<file path="config.mk">
export PLATFORM = sky130hd
export DESIGN_NAME = hex_text_flash_programmer
export DESIGN_NICKNAME = d
export VERILOG_FILES = /design/src/design/htfp_pkg.sv /design/src/design/htfp_packer.sv /design/src/design/htfp_out_buf.sv /design/src/design/hex_text_flash_programmer.sv
export SDC_FILE = /design/constraint.sdc
export NUM_CORES = 1
export LEC_CHECK = 0
export BUFFER_PORTS_ARGS = -buffer_cell sky130_fd_sc_hd__buf_4
export CAP_MARGIN = 20
export CORE_MARGIN = 4
export CORE_UTILIZATION = 25
export CTS_CLUSTER_DIAMETER = 150
export DETAILED_ROUTE_END_ITERATION = 10
export GPL_ROUTABILITY_DRIVEN = 0
export PLACE_DENSITY = 0.48
export SETUP_SLACK_MARGIN = 0.1
export SLEW_MARGIN = 40
export SYNTH_ARGS = -nofsm -noshare
export SYNTH_HDL_FRONTEND = slang
export SYNTH_SLANG_ARGS = --single-unit
</file>
<file path="constraint.sdc">
create_clock -name clk -period 8 [get_ports clk]
set_input_delay 0.8 -clock clk [delete_from_list [all_inputs] [get_ports clk]]
set_output_delay 0.8 -clock clk [all_outputs]
set_load 0.05 [all_outputs]
</file>
<file path="src/design/htfp_pkg.sv">
package htfp_pkg;

	localparam int CHARS_PER_WORD = 8;
	localparam int COUNT_W        = $clog2(CHARS_PER_WORD + 1);
	localparam int ADDR_W         = 24;
	localparam int WORD_W         = 32;
	localparam int NIB_W          = 4;
	localparam int CHAR_W         = 8;
	localparam int CMD_W          = 8;

	localparam logic [CMD_W-1:0]  CMD_PROGRAM_LONGWORD = 8'h06;
	localparam logic [CMD_W-1:0]  CMD_ERASE_SECTOR     = 8'h09;
	localparam logic              ACTION_ERASE         = 1'b1;
	localparam logic [ADDR_W-1:0] WORD_STRIDE          = 24'd4;

	localparam logic [CHAR_W-1:0] CHAR_ZERO    = 8'h30;
	localparam logic [CHAR_W-1:0] CHAR_NINE    = 8'h39;
	localparam logic [CHAR_W-1:0] CHAR_UPPER_A = 8'h41;
	localparam logic [CHAR_W-1:0] CHAR_UPPER_F = 8'h46;
	localparam logic [CHAR_W-1:0] TEN          = 8'd10;

	typedef struct packed {
		logic [CMD_W-1:0]  command_code;
		logic [ADDR_W-1:0] flash_address;
		logic [WORD_W-1:0] data_word;
	} result_t;

	typedef struct packed {
		logic main_valid;
		logic skid_valid;
	} buf_status_t;

	typedef struct packed {
		logic             valid;
		logic [NIB_W-1:0] value;
	} nibble_t;

	// ascii hex digit decode, uppercase only
	function automatic nibble_t hex_value(input logic [CHAR_W-1:0] c);
		nibble_t      r;
		logic [CHAR_W-1:0] d;
		r = '0;
		d = '0;
		if (c >= CHAR_ZERO && c <= CHAR_NINE) begin
			d       = c - CHAR_ZERO;
			r.valid = 1'b1;
			r.value = d[NIB_W-1:0];
		end else if (c >= CHAR_UPPER_A && c <= CHAR_UPPER_F) begin
			d       = c - CHAR_UPPER_A + TEN;
			r.valid = 1'b1;
			r.value = d[NIB_W-1:0];
		end
		return r;
	endfunction

endpackage

</file>
<file path="src/design/htfp_packer.sv">
module htfp_packer (
	input  logic                         clk,
	input  logic                         arst_n,
	input  logic                         accept,
	input  logic                         action,
	input  logic [htfp_pkg::CHAR_W-1:0]  char_code,
	input  logic                         last_char,
	input  logic [htfp_pkg::ADDR_W-1:0]  sector_address,
	input  logic [htfp_pkg::ADDR_W-1:0]  base_address,
	output logic                         produced,
	output htfp_pkg::result_t            result
);

	logic [htfp_pkg::COUNT_W-1:0]  count_q;
	logic [htfp_pkg::WORD_W-1:0]   acc_q;
	logic                          bad_q;
	logic [htfp_pkg::ADDR_W-1:0]   next_addr_q;
	logic                          in_transfer_q;

	htfp_pkg::nibble_t             nib;
	logic [htfp_pkg::COUNT_W-1:0]  count_new;
	logic [htfp_pkg::COUNT_W-1:0]  pad_cnt;
	logic [htfp_pkg::COUNT_W+1:0]  pad_bits;
	logic [htfp_pkg::WORD_W-1:0]   acc_new;
	logic [htfp_pkg::WORD_W-1:0]   acc_out;
	logic                          word_full;
	logic                          word_done;
	logic                          bad_new;
	logic [htfp_pkg::ADDR_W-1:0]   cur_addr;
	logic                          is_erase;

	always_comb begin
		is_erase  = (action == htfp_pkg::ACTION_ERASE);
		nib       = htfp_pkg::hex_value(char_code);
		count_new = count_q + htfp_pkg::COUNT_W'(1);
		acc_new   = {acc_q[htfp_pkg::WORD_W-htfp_pkg::NIB_W-1:0],
			nib.valid ? nib.value : '0};
		word_full = (count_new == htfp_pkg::COUNT_W'(htfp_pkg::CHARS_PER_WORD));
		word_done = word_full || last_char;
		// pad a short final word with zero nibbles
		pad_cnt   = htfp_pkg::COUNT_W'(htfp_pkg::CHARS_PER_WORD) - count_new;
		pad_bits  = {pad_cnt, 2'b00};
		acc_out   = last_char ? (acc_new << pad_bits) : acc_new;
		bad_new   = bad_q || !nib.valid;
		cur_addr  = in_transfer_q ? next_addr_q : base_address;

		if (is_erase) begin
			produced             = 1'b1;
			result.command_code  = htfp_pkg::CMD_ERASE_SECTOR;
			result.flash_address = sector_address;
			result.data_word     = '0;
		end else begin
			produced             = word_done && !bad_new;
			result.command_code  = htfp_pkg::CMD_PROGRAM_LONGWORD;
			result.flash_address = cur_addr;
			result.data_word     = acc_out;
		end
	end

	always_ff @(posedge clk or negedge arst_n) begin
		if (!arst_n) begin
			count_q       <= '0;
			acc_q         <= '0;
			bad_q         <= 1'b0;
			next_addr_q   <= '0;
			in_transfer_q <= 1'b0;
		end else if (accept && !is_erase) begin
			if (last_char) begin
				count_q       <= '0;
				acc_q         <= '0;
				bad_q         <= 1'b0;
				next_addr_q   <= base_address;
				in_transfer_q <= 1'b0;
			end else if (word_done) begin
				count_q       <= '0;
				acc_q         <= '0;
				bad_q         <= 1'b0;
				next_addr_q   <= bad_new ? cur_addr : cur_addr + htfp_pkg::WORD_STRIDE;
				in_transfer_q <= 1'b1;
			end else begin
				count_q       <= count_new;
				acc_q         <= acc_new;
				bad_q         <= bad_new;
				next_addr_q   <= cur_addr;
				in_transfer_q <= 1'b1;
			end
		end
	end

endmodule

</file>
<file path="src/design/htfp_out_buf.sv">
module htfp_out_buf (
	input  logic                  clk,
	input  logic                  arst_n,
	input  logic                  push,
	input  htfp_pkg::result_t     push_data,
	input  logic                  out_stall,
	output logic                  out_valid,
	output htfp_pkg::result_t     out_data,
	output htfp_pkg::buf_status_t status
);

	logic              main_valid_q;
	logic              skid_valid_q;
	htfp_pkg::result_t main_q;
	htfp_pkg::result_t skid_q;
	logic              pop;

	assign pop               = main_valid_q && !out_stall;
	assign out_valid         = main_valid_q;
	assign out_data          = main_q;
	assign status.main_valid = main_valid_q;
	assign status.skid_valid = skid_valid_q;

	always_ff @(posedge clk or negedge arst_n) begin
		if (!arst_n) begin
			main_valid_q <= 1'b0;
			skid_valid_q <= 1'b0;
		end else if (pop || !main_valid_q) begin
			if (skid_valid_q) begin
				skid_valid_q <= 1'b0;
			end else begin
				main_valid_q <= push;
			end
		end else if (push) begin
			skid_valid_q <= 1'b1;
		end
	end

	always_ff @(posedge clk) begin
		if (pop || !main_valid_q) begin
			main_q <= skid_valid_q ? skid_q : push_data;
		end else if (push) begin
			skid_q <= push_data;
		end
	end

endmodule

</file>
<file path="src/design/hex_text_flash_programmer.sv">
// ascii hex text to flash command packer
// input channel: in_valid / in_stall with one character word per handshake
//   (action, char_code, last_char, sector_address)
// output channel: out_valid / out_stall with one flash command word
//   (command_code, flash_address, data_word)
// cfg_write / cfg_data load the 24-bit base address; the new value is used
//   from the next transfer on
// eight uppercase hex characters make one program-long-word command; a word
//   with any other character is dropped and the address does not move
// an erase action gives an erase-sector command right away and leaves the
//   packing state alone
// a command is registered in the output buffer, not passed through, before it
//   shows on the output
// throughput: one character per cycle while in_stall is low, set by the
//   packer and the two-entry output buffer
// reset clears the packer, the base address and the output buffer
// when the receiver stalls, one more command is held in the skid entry;
//   in_stall rises only while that entry is full
module hex_text_flash_programmer (
	input  logic                                clk,
	input  logic                                arst_n,
	input  logic                                in_valid,
	output logic                                in_stall,
	input  logic                                action,
	input  logic [htfp_pkg::CHAR_W-1:0]         char_code,
	input  logic                                last_char,
	input  logic [htfp_pkg::ADDR_W-1:0]         sector_address,
	output logic                                out_valid,
	input  logic                                out_stall,
	output logic [htfp_pkg::CMD_W-1:0]          command_code,
	output logic [htfp_pkg::ADDR_W-1:0]         flash_address,
	output logic [htfp_pkg::WORD_W-1:0]         data_word,
	input  logic                                cfg_write,
	input  logic [htfp_pkg::ADDR_W-1:0]         cfg_data
);

	logic [htfp_pkg::ADDR_W-1:0] base_q;
	logic                        accept;
	logic                        produced;
	htfp_pkg::result_t           result;
	htfp_pkg::result_t           out_data;
	htfp_pkg::buf_status_t       buf_status;

	// base address register
	always_ff @(posedge clk or negedge arst_n) begin
		if (!arst_n) begin
			base_q <= '0;
		end else if (cfg_write) begin
			base_q <= cfg_data;
		end
	end

	// stall only when the skid entry already holds a command
	assign in_stall = buf_status.skid_valid;
	assign accept   = in_valid && !in_stall;

	htfp_packer u_packer (
		.clk            (clk),
		.arst_n         (arst_n),
		.accept         (accept),
		.action         (action),
		.char_code      (char_code),
		.last_char      (last_char),
		.sector_address (sector_address),
		.base_address   (base_q),
		.produced       (produced),
		.result         (result)
	);

	htfp_out_buf u_out_buf (
		.clk       (clk),
		.arst_n    (arst_n),
		.push      (accept && produced),
		.push_data (result),
		.out_stall (out_stall),
		.out_valid (out_valid),
		.out_data  (out_data),
		.status    (buf_status)
	);

	assign command_code  = out_data.command_code;
	assign flash_address = out_data.flash_address;
	assign data_word     = out_data.data_word;

	// skid entry is only ever filled behind a valid main entry
	a_skid_behind_main: assert property (@(posedge clk) disable iff (!arst_n)
		buf_status.skid_valid |-> buf_status.main_valid)
		else $error("skid entry valid with empty output register");

	// an erase taken into an empty buffer shows up next cycle
	a_erase_next_cycle: assert property (@(posedge clk) disable iff (!arst_n)
		(accept && action == htfp_pkg::ACTION_ERASE && !out_valid) |=>
		(out_valid && command_code == htfp_pkg::CMD_ERASE_SECTOR))
		else $error("erase command not presented one cycle after accept");

	// a drained buffer with no new word goes empty
	a_drain_empty: assert property (@(posedge clk) disable iff (!arst_n)
		(out_valid && !out_stall && !buf_status.skid_valid && !in_valid) |=> !out_valid)
		else $error("output valid without a pending command");

endmodule

</file>
==> reports/results.ini <==
[setup_path]
endpoint_kind=register
cp_slowest_cell=nor2_4
crit_arrival_ns=4.03
cp_max_fo=41
regToRegEndpoint=u_out_buf.skid_q[10]$_DFFE_PP_
slowest_delay_ns=0.68
path_cells=buf_4, ha_1, a21oi_1, a311o_1, a21oi_1, o21ai_0, nor2_4, buf_4
cp_data_required_time_ns=8.08
worst-r2r-cell-count=8
regToRegStartpoint=u_packer.count_q[0]$_DFFE_PN0P_
timing.critical_path.from_type=register
worstSetupPathType=reg -> reg
r2r_setup_slack_ns=4.05

[drt]
viasPerCell=5.03
drc_errors=0
detailedRoute.firstPassIterationCount=5
wire_per_inst_um=20.2
routed_wl_mm=30.5
antenna_violating_nets_post_route=0
vias=7604
first_iter_violations=735

[hold_path]
worst_hold_path_type=in -> async

[power_and_ir_drop]
power_leakage_nw=4.68
power_per_cell_area_mw_per_mm2=228
peakVddDrop_mv=0.154
finalPower_mw=2.84

[sta]
timing_hold_violations_final=0
rsz0062_at_grt=no
finalWorstPathRequiredPeriod_ns=3.95
maxSlewHeadroom=0.466
finalClockSkew_ns=0.0133
timing.fmax_mhz=253
min_period_over_period=0.494
setup-violations-final=0
fin_tns_setup_ns=0
worst_pin_slew_ns=0.799
timing.final.max_slew_violations=0

[synthesis]
synth.avg_cell_area_um2=12.0
postSynth.topFlopCell=edfxtp_1
ys.warnings.count=0
synth-seq-cells=200
synth_sequential_area_ratio=0.535
synth-async-reset-ratio=0.420
yosys.cell_types.count=77
number_of_enable_flip_flop_cells_after_synthesis=116
post_synth_instance_area_mm2=0.0104
post_synth_inst_count=872

[status]
status=complete, no violations

[floorplan]
chipWidth_um=212
num_io_pins=129
die-area_mm2=0.0451
std_cell_rows=74
fp.coreArea_mm2=0.0410
floorplan.die.height_um=212
start_util=0.254

[global_routing]
groute.layer.met1.usage=0.200
maximum_number_of_pins_on_one_net_before_global_route_repair=68
antenna_found_initial=1
grt_pass1_wl_mm=46.5
gr-usage-met3=0.0302
grt.met2_usage=0.199
grt_remaining_overflow=0
groute.usage.overall=0.134
top_usage_layer=met1
first_global_vias=7463

[clocking]
cts-resized-gates=0
cts_inserted_buffers=17
post_cts_hold_buffer_count=0
cts.path.max_buffers=2
cts_setup_buffers=0
clockRootBuffer=clkbuf_16
clkLatencyLatePin_ns=0.45
clk_pin_slew_worst_paths_ns=0.08
numClockSinks=200
tritoncts=done
ctsHtreeMaxLevel=4

[cells_and_area]
post_layout_nets=1035
drive_gt1_frac=0.310
post_synthesis_to_final_layout_area_growth_pct=19.3
final.fill_count=4232
post_route_design_area_mm2=0.0124
n_antenna_cell=0

[place]
place_hpwl_mm=20.3
count_of_buffers_inserted_at_the_top_level_ports=124
placed_cell_area_mm2=0.0119

[job]
maxCapViolations=0

## worst max-delay path: cells and delay by family (launching register included)
kind | cells | cell delay (ns)
buffers and inverters | 2 | 0.98
adders and majority gates | 1 | 0.35
and+or+nand+nor | 1 | 0.68
DFF | 1 | 0.33
AOI/OAI and AO/OA | 4 | 1.20
## cell usage in the layout, fill, tap and decap left out, types with 3 or more instances in the layout
cell type	instances
clkbuf_16	17
nor2_1	53
conb_1	4
a21oi_1	38
or4_1	3
edfxtp_1	116
o22ai_1	7
clkinv_4	3
o21a_1	6
nand2b_1	9
nor3b_1	6
inv_8	4
ha_1	5
o21ai_0	57
xor2_1	3
nand4_1	6
mux4_2	16
and3_1	17
a32o_1	5
mux2_2	98
nand3_1	18
a22o_1	23
a211oi_1	3
dfrtp_1	84
o211ai_1	9
nor2b_1	12
a21o_1	5
a41oi_1	3
a311oi_1	16
nand2_1	65
o31ai_1	14
buf_4	137
inv_1	9
xnor2_1	11
a31oi_1	8
nor3_1	11
a22oi_1	6
mux2i_1	11
and2_1	5
## state kept, by name, indices dropped and copies added (netlist names)
signal and cells:
u_packer.in_transfer_q 1, u_out_buf.skid_valid_q 1, base_q 24, u_out_buf.out_data 58, u_packer.bad_q 1, u_out_buf.out_valid 1
u_out_buf.skid_q 58, u_packer.next_addr_q 24, u_packer.acc_q 28, u_packer.count_q 4
## worst max-delay path by stage
stage	slack, ns	endpoint	depth (start not counted)	start
6_report	4.05	u_out_buf.skid_q[10]$_DFFE_PP_	8	u_packer.count_q[0]$_DFFE_PN0P_
5_1_grt	3.74	u_out_buf.skid_q[11]$_DFFE_PP_	8	u_packer.count_q[0]$_DFFE_PN0P_
4_1_cts	4.02	u_out_buf.skid_q[9]$_DFFE_PP_	8	u_packer.count_q[0]$_DFFE_PN0P_
3_5_place_dp	3.59	u_out_buf.skid_q[9]$_DFFE_PP_	7	char_code[7]
3_3_place_gp	3.71	u_out_buf.skid_q[16]$_DFFE_PP_	7	char_code[7]
2_1_floorplan	2.83	u_out_buf.skid_q[0]$_DFFE_PP_	2	out_stall
## final cells by class
type	count	area (um2)	area share
Clock inverter	12	133	0.0107
Sequential cell	200	5590	0.449
Clock buffer	20	447	0.0359
Multi-Input combinational cell	599	4540	0.364
Timing Repair Buffer	138	1040	0.0835
Inverter	11	41.3	0.00332
Tap cell	532	666	0.0535
## metal layers
| metal | routed length, um | part of all wire | up-vias |
|---|---|---|---|
| met3 | 1680 | 0.055 | 16 |
| met4 | 238 | 0.0078 | 2 |
| met1 | 15000 | 0.49 | 3848 |
| met5 | 13 | 0.00043 | - |
| met2 | 13600 | 0.45 | 210 |
| li1 | - | - | 3528 |
## report_power, final
group | switching [mW] | internal (mW) | leakage, nW
logic | 0.447 | 0.250 | 2.18
clock network | 0.427 | 0.451 | 0.283
registers | 0.0664 | 1.20 | 2.22
total | 0.940 | 1.90 | 4.68
## kinds of logic (layout without fill, tap and decap cells)
kind of cell / count (synthesis) / in the layout / synth area share
other cells: 1 / 4 / 0.000359
simple gates: 225 / 225 / 0.111
fa+ha+maj: 5 / 5 / 0.00600
flops: 200 / 200 / 0.535
compound gates: 225 / 225 / 0.151
xor+xnor: 14 / 14 / 0.0118
buf+inv: 76 / 181 / 0.0323
mux: 126 / 126 / 0.152
## stage by stage
stage / hold WS, ns / instances / worst slack [ns] / utilization
2_1_floorplan: 0.459 / 875 / 2.83 / -
3_3_place_gp: 0.469 / 1480 / 3.71 / 0.289
3_5_place_dp: 0.477 / 1480 / 3.59 / 0.289
4_1_cts: 0.303 / 1512 / 4.02 / 0.303
5_1_grt: 0.320 / 1512 / 3.74 / 0.303
6_report: 0.311 / 1512 / 4.05 / 0.303
## synthesized netlist by cell type, types with 3 or more instances
master / count / share of area
edfxtp_1: 116 / 0.33
mux2_2: 98 / 0.11
dfrtp_1: 84 / 0.20
nand2_1: 66 / 0.024
o21ai_0: 57 / 0.027
nor2_1: 54 / 0.019
clkbuf_1: 41 / 0.015
a21oi_1: 38 / 0.018
a22o_1: 23 / 0.019
nand3_1: 18 / 0.0086
and3_1: 17 / 0.010
a311oi_1: 16 / 0.013
mux4_2: 16 / 0.035
o31ai_1: 14 / 0.010
nor2b_1: 12 / 0.0072
buf_2: 11 / 0.0053
mux2i_1: 11 / 0.011
nor3_1: 11 / 0.0053
xnor2_1: 11 / 0.0092
a31oi_1: 9 / 0.0054
inv_1: 9 / 0.0032
nand2b_1: 9 / 0.0054
o211ai_1: 9 / 0.0065
o22ai_1: 7 / 0.0042
a22oi_1: 6 / 0.0043
buf_4: 6 / 0.0043
nand4_1: 6 / 0.0036
nor3b_1: 6 / 0.0043
o21a_1: 6 / 0.0043
a21o_1: 5 / 0.0036
a32o_1: 5 / 0.0048
and2_1: 5 / 0.0030
buf_1: 5 / 0.0018
ha_1: 5 / 0.0060
a211oi_1: 3 / 0.0022
a41oi_1: 3 / 0.0025
or4_1: 3 / 0.0022
xor2_1: 3 / 0.0025
Power figures use the tool's default switching activity.
